===== config.mk =====
export PLATFORM = sky130hd
export DESIGN_NAME = varint_length_codec
export DESIGN_NICKNAME = d
export VERILOG_FILES = /design/src/vlc_pkg.sv /design/src/vlc_group_unit.sv /design/src/varint_length_codec.sv
export SDC_FILE = /design/constraint.sdc
export NUM_CORES = 1
export LEC_CHECK = 0
export ABC_AREA = 1
export ABC_CLOCK_PERIOD_IN_PS = 15780
export BUFFER_PORTS_ARGS = -buffer_cell sky130_fd_sc_hd__buf_2
export CAP_MARGIN = 20
export CELL_PAD_IN_SITES_DETAIL_PLACEMENT = 1
export CELL_PAD_IN_SITES_GLOBAL_PLACEMENT = 2
export CORE_MARGIN = 10
export CORE_UTILIZATION = 37
export CTS_CLUSTER_SIZE = 30
export DETAILED_ROUTE_END_ITERATION = 16
export PLACE_DENSITY_LB_ADDON = 0.05
export SLEW_MARGIN = 0
export SYNTH_ARGS = -nofsm -noshare
export SYNTH_HDL_FRONTEND = slang
export SYNTH_HIERARCHICAL = 1
export SYNTH_SLANG_ARGS = --single-unit

===== constraint.sdc =====
create_clock -name clk -period 15.78 [get_ports clk]
set_input_delay 3.156 -clock clk [delete_from_list [all_inputs] [get_ports clk]]
set_output_delay 3.156 -clock clk [all_outputs]
set_load 0.01 [all_outputs]

===== src/vlc_pkg.sv =====
// shared types and constants for the varint length codec
// no dependencies; imported by every module of the block
package vlc_pkg;

	localparam int MAX_BYTES   = 10;
	localparam int VALUE_WIDTH = 64;
	localparam int GROUP_BITS  = 7;
	localparam int CNT_W       = 4;
	localparam int SHIFT_W     = 6;

	typedef enum logic {
		CMD_ENCODE = 1'b0,
		CMD_DECODE = 1'b1
	} cmd_t;

	typedef enum logic [1:0] {
		ST_IDLE,
		ST_ENC,
		ST_DEC
	} state_t;

	typedef struct packed {
		logic        command;
		logic [63:0] value_in;
		logic [7:0]  byte_in;
	} req_t;

	typedef struct packed {
		logic [7:0]       byte_out;
		logic [63:0]      value_out;
		logic [CNT_W-1:0] byte_count;
		logic             last;
		logic             truncated;
	} rsp_t;

	// result of one pass through the group unit
	typedef struct packed {
		logic [VALUE_WIDTH-1:0] enc_rest;
		logic [GROUP_BITS-1:0]  enc_group;
		logic                   enc_more;
		logic [VALUE_WIDTH-1:0] dec_word;
	} grp_res_t;

endpackage


===== src/vlc_group_unit.sv =====
// shared 7-bit group unit: peels the low group off a word for encode,
// merges a group in at a bit offset for decode; uses vlc_pkg
module vlc_group_unit (
	input  logic [vlc_pkg::VALUE_WIDTH-1:0] word,
	input  logic [vlc_pkg::GROUP_BITS-1:0]  group,
	input  logic [vlc_pkg::SHIFT_W-1:0]     shift,
	output vlc_pkg::grp_res_t               res
);
	import vlc_pkg::*;

	logic [63:0]            placed;
	logic [VALUE_WIDTH-1:0] rest;

	always_comb begin
		rest           = word >> GROUP_BITS;
		res.enc_rest   = rest;
		res.enc_group  = word[GROUP_BITS-1:0];
		res.enc_more   = (rest != '0);
		// bits landing at or above the value width fall off
		placed         = {{(64-GROUP_BITS){1'b0}}, group} << shift;
		res.dec_word   = word | placed[VALUE_WIDTH-1:0];
	end

endmodule


===== src/varint_length_codec.sv =====
// Unsigned LEB128 varint codec, at most MAX_BYTES (10) bytes per value.
// An encode beat first captures the request and then yields one result beat
// per cycle while the result side does not stall, 1 to 10 beats, each
// through the shared group unit. A decode beat captures the byte, then merges
// it into the accumulator at offset 7 * byte index. The single output
// register frees the result side from the request side; requests are
// stalled while a run is in progress. Depends on vlc_pkg and vlc_group_unit.
module varint_length_codec (
	input  logic          clk,
	input  logic          arst_n,
	input  logic          req_valid,
	output logic          req_stall,
	input  vlc_pkg::req_t req,
	output logic          rsp_valid,
	input  logic          rsp_stall,
	output vlc_pkg::rsp_t rsp
);
	import vlc_pkg::*;

	state_t                 state_q, state_d;
	logic [VALUE_WIDTH-1:0] work_q, work_d;
	logic [VALUE_WIDTH-1:0] acc_q, acc_d;
	logic [CNT_W-1:0]       idx_q, idx_d;
	logic [CNT_W-1:0]       cnt_q, cnt_d;
	logic [7:0]             byte_q, byte_d;
	logic                   out_valid_q, out_valid_d;
	rsp_t                   out_q, out_d;

	logic [VALUE_WIDTH-1:0] unit_word;
	logic [SHIFT_W-1:0]     unit_shift;
	grp_res_t               unit_res;
	logic                   slot_free;
	logic                   fin;
	logic [CNT_W-1:0]       idx_inc;
	logic                   dec_done;

	vlc_group_unit u_group (
		.word  (unit_word),
		.group (byte_q[GROUP_BITS-1:0]),
		.shift (unit_shift),
		.res   (unit_res)
	);

	assign slot_free = !out_valid_q || !rsp_stall;
	assign req_stall = (state_q != ST_IDLE);
	assign rsp_valid = out_valid_q;
	assign rsp       = out_q;

	always_comb begin
		state_d     = state_q;
		work_d      = work_q;
		acc_d       = acc_q;
		idx_d       = idx_q;
		cnt_d       = cnt_q;
		byte_d      = byte_q;
		out_valid_d = out_valid_q && rsp_stall;
		out_d       = out_q;
		unit_word   = (state_q == ST_DEC) ? acc_q : work_q;
		unit_shift  = SHIFT_W'(GROUP_BITS * int'(idx_q));
		fin         = !unit_res.enc_more || (cnt_q == CNT_W'(MAX_BYTES));
		idx_inc     = idx_q + CNT_W'(1);
		dec_done    = !byte_q[7] || (idx_inc >= CNT_W'(MAX_BYTES));

		unique case (state_q)
			ST_IDLE: begin
				if (req_valid) begin
					if (req.command == CMD_DECODE) begin
						byte_d  = req.byte_in;
						state_d = ST_DEC;
					end else begin
						work_d  = req.value_in[VALUE_WIDTH-1:0];
						cnt_d   = CNT_W'(1);
						state_d = ST_ENC;
					end
				end
			end
			ST_ENC: begin
				if (slot_free) begin
					out_valid_d      = 1'b1;
					out_d.byte_out   = {unit_res.enc_more, unit_res.enc_group};
					out_d.value_out  = '0;
					out_d.byte_count = cnt_q;
					out_d.last       = fin;
					out_d.truncated  = fin && unit_res.enc_more;
					work_d           = unit_res.enc_rest;
					cnt_d            = cnt_q + CNT_W'(1);
					if (fin) begin
						state_d = ST_IDLE;
					end
				end
			end
			ST_DEC: begin
				if (!dec_done) begin
					acc_d   = unit_res.dec_word;
					idx_d   = idx_inc;
					state_d = ST_IDLE;
				end else if (slot_free) begin
					// value ends here: emit and clear the accumulator
					out_valid_d      = 1'b1;
					out_d.byte_out   = '0;
					out_d.value_out  = 64'(unit_res.dec_word);
					out_d.byte_count = idx_inc;
					out_d.last       = 1'b1;
					out_d.truncated  = byte_q[7];
					acc_d            = '0;
					idx_d            = '0;
					state_d          = ST_IDLE;
				end
			end
			default: begin
				state_d = ST_IDLE;
			end
		endcase
	end

	always_ff @(posedge clk or negedge arst_n) begin
		if (!arst_n) begin
			state_q     <= ST_IDLE;
			acc_q       <= '0;
			idx_q       <= '0;
			out_valid_q <= 1'b0;
		end else begin
			state_q     <= state_d;
			acc_q       <= acc_d;
			idx_q       <= idx_d;
			out_valid_q <= out_valid_d;
		end
	end

	always_ff @(posedge clk) begin
		work_q <= work_d;
		cnt_q  <= cnt_d;
		byte_q <= byte_d;
		out_q  <= out_d;
	end

endmodule


==> qor.csv, run 1 <==
metric,value,unit
status,finished clean,
RD Place Congestion,0.8363,
internal power,0.001762,W
Initial Util,37.80,%
Crit path required time,12.62,ns
die width,200.2,um
Synth top area share,38.48,%
die area,0.04009,sq mm
Synth Register Bits,225,
clock tree buffer depth,3,
Area Growth Syn to Fin,12.69,%
multiplexer share of the synthesized area,0,%
worst slew pin tran,1.082,ns
first-pass detailed-route iteration total,5,
fillers,3825,
"antenna viol nets, final",0,
Synth Warn #,6,
setup TNS,0,ns
final wirelength,38150,um
Sink Count,225,
Power Total,0.003363,W
Tmin final,4.706,ns
die height,200.2,um
number of remaining DRC errors,0,
hold_buf cts,0,
root buffer cell,clkbuf_16,
Rows,65,
I/O Buffers,156,
Yosys top cell by area,edfxtp_1,
Hold Fails Final Rpt,0,
largest family of logic cells by synthesized area,simple AND/OR/NAND/NOR gates,
Area contributors post-synth,"edfxtp_1 38%, nand2_1 20%, dfrtp_1 15%, inv_1 4.9%, buf_4 4.5%",
"Reg clk slew, reported paths",0.06,ns
Core Area,0.03180,sq mm
power share of the combinational group,50.7,%
Synth Instances,1459,
unrepaired setup endpoints after global routing,false,
Setup Skew,0.01311,ns
Avg Vias per Cell,4.798,
syn avg cell area,8.238,sq um
Multi-input gate area,0.004195,sq mm
max frequency,212.5,MHz
number of global-route vias before repair,10050,
initial antenna violation count,0,
pwr/cell area,248.3,mW/mm^2
nets,1611,
largest net degree at the start of global routing,77,
Worst VDD drop,0.1815,mV
asr flop ratio synth,31.56,%
GRT Util Overall,18.80,%
layout cell share with drive strength beyond 1,16.06,%
prevailing post-synth register cell,edfxtp_1,
sequential standard cell area,0.006401,sq mm
I/O pins,157,
grt ovf,0,
post-cts sizing count,0,
CTS tree,built,
mapped cell area,0.01202,sq mm
"EDFF count, synth",154,
Setup CP Type,register to output pin,
clock group share of total power,18.1,%
cell with the most instances after synthesis,nand2_1,
normalized max-slew margin,27.85,%
detailed-route via count,9466,
Final Max Tran Viols,0,
sequential power share,31.2,%
Critical Path Fanout Max,4,
ANT cells,0,
WL per Instance,19.33,um
most frequent cells after synthesis,"653 x nand2_1, 156 x inv_1, 154 x edfxtp_1",
fin crit share,29.83,%
postcts setup bufs,0,
XOR/XNOR Fraction of Synth Area,0.2186,%
sw power,0.001601,W
Adder-Cell Fraction of Synth Area,1.915,%
Leak,6.856,nW
Synth Area in Simple Gates,27.26,%
Yosys cell types,36,
sequential share of the synthesized area,53.26,%
drt first-iter violations,575,
Hold Crit Class,register to register,
Clock Latency Late Sink,0.54,ns
Critical Path End Type,output pin,
hpwl dp,26480,um
compound-gate portion of the synthesized area,4.778,%
H-tree depth,1,
Max Cap Viol,0,
first-pass GRT wire length,60240,um
CP startpoint kind,register,
Crit path arrival time,1.55,ns
total CTS buffers,27,
post-layout util,42.59,%
Final setup viols,0,
switching share of total power,47.60,%
cells in the final DEF, fill, tap and decap left out, types with 2 or more instances in the layout:
master	Yosys	final
xnor2_1	2	2
clkbuf_1	25	5
ha_4	0	2
nand3_1	49	49
and2_1	2	2
clkbuf_8	0	3
nor2_1	23	22
edfxtp_1	154	154
o21ai_1	38	38
buf_16	0	2
nand2_4	2	4
nor3_1	4	4
fa_1	4	4
inv_1	156	155
a21oi_1	4	3
inv_2	5	6
bufinv_16	0	2
nand2_2	15	13
clkbuf_16	0	27
o21ai_0	45	45
o21bai_1	8	8
clkinv_2	0	7
buf_4	72	10
buf_2	21	156
dfrtp_1	71	71
clkinv_1	0	4
o21ai_2	4	4
ha_1	12	10
conb_1	1	7
nand3_2	2	2
o21bai_2	2	2
nand2_1	653	653
nand4_1	44	44
nor4_1	8	8
registers in the layout (all words and copies together), names as in the netlist:
name / count
rsp: 78
acc_q: 64
work_q: 64
byte_q: 8
cnt_q: 4
idx_q: 4
state_q: 2
rsp_valid: 1
layer usage:
metal  global-route usage, %  vias up  share of wire, %
met3                   3.014       38               4.1
met4                   3.380        0               1.4
met5                       0        -                 0
met2                   30.99      151                47
met1                   25.69     4617                47
li1                        -     4660                 -
power by group through the flow:
stage               registers, W  clock network [W]  logic (W)
floorplan                0.00111                  0    0.00118
CTS                      0.00105           0.000623    0.00170
detailed placement       0.00106                  0    0.00170
finish                   0.00105           0.000609    0.00170
global placement         0.00106                  0    0.00167
global route             0.00108           0.000647    0.00193
stage by stage:
stage / instances / instance area [sq um] / setup slack (ns) / hold WS [ns]
2_1_floorplan: 1465 / 12040 / 8.610 / 0.4534
4_1_cts: 1970 / 13470 / 10.88 / 0.4878
3_5_place_dp: 1921 / 12620 / 10.32 / 0.4730
6_report: 1973 / 13540 / 11.07 / 0.4822
5_1_grt: 1973 / 13540 / 10.96 / 0.5037
3_3_place_gp: 1921 / 12620 / 10.37 / 0.4656
cell type report:
cell class / instances / share of cell area (%)
clock inverters: 14 / 0.8684
flip-flops and latches: 225 / 47.26
well taps: 435 / 4.018
inverters: 163 / 4.573
multi-input cells: 932 / 30.97
repair buffers: 169 / 6.873
clock buffers: 35 / 5.432
worst max-delay path, stage by stage (launching register included):
cell and delay [ns]:
dfrtp_1 0.41, inv_1 0.11, ha_1 0.23, inv_1 0.11
buf_2 0.15
cell families (layout without fill, tap and decap cells):
| logic type | count (synthesis) | count (layout) |
|---|---|---|
| AO/OA/AOI/OAI | 104 | 104 |
| XOR/XNOR | 3 | 3 |
| adder cells (fa/ha/maj) | 16 | 16 |
| buffers and inverters | 308 | 381 |
| flip-flops | 225 | 225 |
| other | 1 | 7 |
| AND/OR/NAND/NOR | 802 | 802 |
worst paths after layout:
check	start	to	slack (ns)	depth (start not counted)
setup reg to reg	idx_q[0]	acc_q[12]	11.51	11
hold reg to reg	acc_q[21]	acc_q[21]	0.48	2
min in group asynchronous	arst_n	state_q[1]	2.69	2
hold / removal	acc_q[21]	acc_q[21]	0.48	2
setup / recovery	state_q[0]	req_stall	11.07	4
max in group asynchronous	arst_n	acc_q[23]	12.10	3
Note: power is estimated with default switching activity, not from simulation.
==> inputs of run 2 (changes only) <==
--- a/config.mk
+++ b/config.mk
@@ -6,13 +6,13 @@
 export NUM_CORES = 1
 export LEC_CHECK = 0
 export ABC_AREA = 1
-export ABC_CLOCK_PERIOD_IN_PS = 15780
+export ABC_CLOCK_PERIOD_IN_PS = 4800
 export BUFFER_PORTS_ARGS = -buffer_cell sky130_fd_sc_hd__buf_2
 export CAP_MARGIN = 20
 export CELL_PAD_IN_SITES_DETAIL_PLACEMENT = 1
 export CELL_PAD_IN_SITES_GLOBAL_PLACEMENT = 2
 export CORE_MARGIN = 10
-export CORE_UTILIZATION = 37
+export CORE_UTILIZATION = 35
 export CTS_CLUSTER_SIZE = 30
 export DETAILED_ROUTE_END_ITERATION = 16
 export PLACE_DENSITY_LB_ADDON = 0.05
==> constraint.sdc (replaced) <==
create_clock -name clk -period 4.8 [get_ports clk]
set_input_delay 0.96 -clock clk [delete_from_list [all_inputs] [get_ports clk]]
set_output_delay 0.96 -clock clk [all_outputs]
set_load 0.01 [all_outputs]
==> qor.csv, run 2 (synthesis results as in run 1) <==
metric,value,unit,change
status,finished clean,,
post-cts sizing count,0,,unchanged
M3 GR Usage,3.051,%,+0.037 points
postcts setup bufs,0,,unchanged
Sink Count,225,,unchanged
final wirelength,40850,um,+7.1%
unrepaired setup endpoints after global routing,false,,
normalized max-slew margin,32.83,%,+5.0 points
nets,1617,,+0.37%
largest net degree at the start of global routing,76,,-1.3%
die height,205.3,um,+2.5%
hpwl dp,28050,um,+5.9%
initial antenna violation count,0,,unchanged
Hold Crit Class,register to register,,
drt first-iter violations,577,,+0.35%
Final Max Tran Viols,0,,unchanged
met2 Track Usage GR,32.36,%,+1.4 points
Final WS setup,1.201,ns,-9.873 ns
"antenna viol nets, final",0,,unchanged
detailed-route via count,9637,,+1.8%
design area,0.01363,sq mm,+0.60%
Critical Path End Type,register,,
first-pass detailed-route iteration total,5,,unchanged
total CTS buffers,28,,+3.7%
Critical Path Fanout Max,18,,+14
layout cell share with drive strength beyond 1,16.44,%,+0.38 points
first-pass GRT wire length,62650,um,+4.0%
Worst VDD drop,0.4685,mV,+160%
Area Growth Syn to Fin,13.37,%,
number of global-route vias before repair,10270,,+2.2%
Power Total,0.01129,W,+240%
post-layout util,40.43,%,-2.2 points
GRT Util Overall,19.24,%,+0.44 points
pwr/cell area,828.6,mW/mm^2,+230%
ANT cells,0,,unchanged
CTS tree,built,,
Core Area,0.03370,sq mm,+6.0%
Rows,67,,+3.1%
Leak,6.894,nW,+0.56%
"Reg clk slew, reported paths",0.06,ns,about the same
Clock Latency Late Sink,0.55,ns,about the same
"commonest non-fill, non-tap cell in the layout",nand2_1,,
WL per Instance,20.50,um,+6.0%
I/O Buffers,156,,unchanged
cells along the critical path,fa_1 > ha_1 > inv_1 > fa_1 > xnor2_2 > inv_1 > buf_4 > nand4_1 > nand2_1 > nand2_1 > nand2_1 > nand2_1 > o21ai_1,,
grt ovf,0,,unchanged
H-tree depth,1,,unchanged
most frequent cells in the layout,"653 x nand2_1, 156 x buf_2, 155 x inv_1, 154 x edfxtp_1, 71 x dfrtp_1",,
RD Place Congestion,0.8617,,+3.0%
max frequency,277.9,MHz,
number of remaining DRC errors,0,,unchanged
root buffer cell,clkbuf_16,,
dpl cell area,0.01269,sq mm,+0.60%
Avg Vias per Cell,4.835,,+0.78%
fin crit share,74.98,%,
clock tree buffer depth,3,,unchanged
Initial Util,35.66,%,-2.1 points
Setup Skew,0.007944,ns,-0.005169 ns
worst slew pin tran,1.008,ns,-0.07470 ns
slowest CP cell,fa_1,,
hold_buf cts,0,,unchanged
met1 usage,25.69,%,about the same
die area,0.04215,sq mm,+5.1%
Max Cap Viol,0,,unchanged
Crit path arrival time,4.06,ns,+2.51 ns
Setup CP Type,register to register,,
max FFs per register,78,,unchanged
Final setup viols,0,,unchanged
Tmin final,3.599,ns,
CP startpoint kind,register,,
cell mode on critical path,nand2_1,,
Hold Fails Final Rpt,0,,unchanged
GR peak layer,met2,,
CP max stage delay,0.63,ns,+0.22 ns
dpl ws,1.226,ns,-9.090 ns
setup TNS,0,ns,unchanged
I/O pins,157,,unchanged
Crit path required time,5.26,ns,-7.36 ns
die width,205.3,um,+2.5%
[run 2: where the power goes]
part	internal, W	switching, W	leakage, nW
logic	0.00147	0.00423	4.05
clock network	0.00125	0.000842	0.444
registers	0.00314	0.000356	2.40
[run 2: critical path: cells and delay by family, from the launching register on]
kind / cells / cell delay, ns
simple gates: 5 / 0.53
fa+ha+maj: 3 / 1.19
compound gates: 1 / 0.17
xor+xnor: 1 / 0.16
flops: 1 / 0.60
buf+inv: 3 / 0.85
[run 2: area by class of cell]
class                   count  area (sq um)
multi-input cells         932          4188
repair buffers            174         948.4
flip-flops and latches    225          6401
well taps                 448         560.5
inverters                 163         620.6
clock inverters             8         68.82
fillers                  4091         20070
clock buffers              43         838.3
[run 2: path summary, 6_finish.rpt]
path                            from         to  slack, ns  depth (start not counted)
max                         idx_q[0]  acc_q[36]       1.20                         13
min                        acc_q[17]  acc_q[17]       0.49                          2
max reg2reg                 idx_q[0]  acc_q[36]       1.20                         13
min reg2reg                acc_q[17]  acc_q[17]       0.49                          2
max in group asynchronous     arst_n  acc_q[32]       3.43                          2
min in group asynchronous     arst_n   idx_q[0]       0.58                          1
[run 2: layer usage]
metal	up-vias	wire (um)
met1	4751	18850
met2	166	19580
li1	4681	-
met5	-	0
met3	39	1817
met4	0	600
[run 2: stage by stage]
step,hold WS (ns),std cells
5_1_grt,0.5091,1993
3_5_place_dp,0.4742,1941
6_report,0.4853,1993
3_3_place_gp,0.4666,1941
2_1_floorplan,0.4534,1465
4_1_cts,0.4886,1992
==> inputs of run 3 (changes only) <==
--- a/config.mk
+++ b/config.mk
@@ -6,13 +6,13 @@
 export NUM_CORES = 1
 export LEC_CHECK = 0
 export ABC_AREA = 1
-export ABC_CLOCK_PERIOD_IN_PS = 4800
+export ABC_CLOCK_PERIOD_IN_PS = 3200
 export BUFFER_PORTS_ARGS = -buffer_cell sky130_fd_sc_hd__buf_2
 export CAP_MARGIN = 20
 export CELL_PAD_IN_SITES_DETAIL_PLACEMENT = 1
 export CELL_PAD_IN_SITES_GLOBAL_PLACEMENT = 2
 export CORE_MARGIN = 10
-export CORE_UTILIZATION = 35
+export CORE_UTILIZATION = 31
 export CTS_CLUSTER_SIZE = 30
 export DETAILED_ROUTE_END_ITERATION = 16
 export PLACE_DENSITY_LB_ADDON = 0.05
==> constraint.sdc (replaced) <==
create_clock -name clk -period 3.2 [get_ports clk]
set_input_delay 0.64 -clock clk [delete_from_list [all_inputs] [get_ports clk]]
set_output_delay 0.64 -clock clk [all_outputs]
set_load 0.01 [all_outputs]
==> qor.csv, run 3 (synthesis results as in run 1) <==
metric,value,unit,change
status,finished clean,,
WL per Instance,19.94,um,-2.7%
"Reg clk slew, reported paths",0.06,ns,about the same
first-pass GRT wire length,64140,um,+2.4%
Initial Util,31.25,%,-4.4 points
origin of the critical flop-to-flop path,idx_q[1],,
final wirelength,41650,um,+1.9%
Area Growth Syn to Fin,16.71,%,
grt ovf,0,,unchanged
nets,1643,,+1.6%
Avg Vias per Cell,4.544,,-6.0%
Crit path required time,3.68,ns,-1.58 ns
Final Max Tran Viols,0,,unchanged
number of global-route vias before repair,10340,,+0.68%
RD Place Congestion,0.8675,,+0.67%
number of remaining DRC errors,0,,unchanged
Max Cap Viol,0,,unchanged
Hold Fails Final Rpt,0,,unchanged
Sink Count,225,,unchanged
detailed-route via count,9492,,-1.5%
Rows,72,,+7.5%
unrepaired setup endpoints after global routing,true,,
hpwl dp,30260,um,+7.9%
max frequency,332.9,MHz,+20%
placed cells,2037,,+4.9%
die height,216.9,um,+5.6%
pwr/cell area,1251,mW/mm^2,+51%
H-tree depth,1,,unchanged
Clock Latency Late Sink,0.55,ns,about the same
Hold Crit Class,input port to async pin,,
total CTS buffers,29,,+3.6%
Worst VDD drop,0.4778,mV,+2.0%
dpl ws,0.1193,ns,-1.106 ns
root buffer cell,clkbuf_16,,
initial antenna violation count,0,,unchanged
fin cells,2089,,+4.8%
Leak,7.064,nW,+2.5%
normalized max-slew margin,53.77,%,+21 points
I/O Buffers,156,,unchanged
Critical Path End Type,register,,
first-pass detailed-route iteration total,4,,-1
Power Total,0.01754,W,+55%
CTS tree,built,,
Core Area,0.03847,sq mm,+14%
hold_buf cts,0,,unchanged
Crit. Startpoint,idx_q[1],,
GRT Util Overall,17.54,%,-1.7 points
die width,216.9,um,+5.6%
clock tree buffer depth,3,,unchanged
max FFs per register,78,,unchanged
layout cell share with drive strength beyond 1,17.76,%,+1.3 points
CP startpoint kind,register,,
largest net degree at the start of global routing,69,,-9.2%
Crit path arrival time,3.48,ns,-0.58 ns
Tmin final,3.003,ns,-0.5954 ns
Critical Path Fanout Max,17,,-1
Final WS setup,0.1965,ns,-1.005 ns
fin crit share,93.86,%,+19 points
most frequent cells in the layout,"653 x nand2_1, 156 x buf_2, 155 x inv_1, 154 x edfxtp_1, 71 x dfrtp_1",,
Setup Skew,0.01186,ns,+0.003917 ns
die area,0.04705,sq mm,+12%
"commonest non-fill, non-tap cell in the layout",nand2_1,,
Setup CP Type,register to register,,
ANT cells,0,,unchanged
worst slew pin tran,0.6909,ns,-0.3167 ns
I/O pins,157,,unchanged
Final setup viols,0,,unchanged
drt first-iter violations,439,,-24%
post-layout util,36.47,%,-4.0 points
"antenna viol nets, final",0,,unchanged
run 3: cell count changes in the layout (fill, tap and decap cells not counted), moves of 2 or more:
| cell | previous run | this run |
|---|---|---|
| buf_12 | 1 | 10 |
| buf_4 | 16 | 33 |
| bufinv_16 | 1 | 4 |
| clkbuf_1 | 8 | 6 |
| clkbuf_8 | 6 | 1 |
| clkinv_1 | 2 | 6 |
run 3: repair_timing:
action,CTS,global route
endpoints found under the setup margin,0,4
gates resized for setup,0,1
setup buffers,0,0
hold endpoints to repair,0,0
run 3: final cells by class:
cell class,count,area (sq um)
clock inverter,16,178.9
multi-input combinational,932,4189
clock buffer,36,762.0
timing repair buffer,199,1229
tap,518,648.1
fill,4675,24440
inverter,163,619.3
sequential,225,6401
run 3: report_power, final:
group          leakage (nW)  switching (W)  internal, W
clock                 0.458        0.00127      0.00199
sequential             2.40       0.000450      0.00471
combinational          4.21        0.00648      0.00264
total                  7.06        0.00820      0.00935
run 3: through the flow:
step,TNS [ns],area [sq um],hold slack [ns]
final,0,14030,0.1091
after global routing,-0.001630,14030,0.1204
after CTS,0,14020,0.1098
after detailed placement,0,13080,0.4730
after global placement,0,13080,0.4663
after floorplan,0,12060,0.3444
run 3: final timing paths:
path / to / slack, ns / cells past startpoint
max in group asynchronous: acc_q[13] / 2.15 / 3
min reg2reg: acc_q[24] / 0.48 / 2
min in group clk: byte_q[2] / 0.26 / 1
min: acc_q[60] / 0.11 / 1
max reg2reg: acc_q[37] / 0.20 / 13
max: acc_q[37] / 0.20 / 13
run 3: routing by layer:
metal | GRT usage, % | vias to the layer above | part of all wire, %
met2 | 29.59 | 155 | 48
met3 | 3.065 | 38 | 4.1
met4 | 3.123 | 0 | 1.5
met1 | 23.34 | 4572 | 46
li1 | - | 4727 | -
met5 | 0 | - | 0
run 3: worst max-delay path, cell delays in order, from the launching register on:
cell	delay [ns]
dfrtp_1	0.47
fa_1	0.54
ha_1	0.16
inv_1	0.05
fa_1	0.40
xnor2_2	0.16
inv_1	0.20
buf_12	0.19
nand4_1	0.26
nand2_1	0.18
nand2_1	0.07
nand2_1	0.06
nand2_1	0.07
o21ai_1	0.13
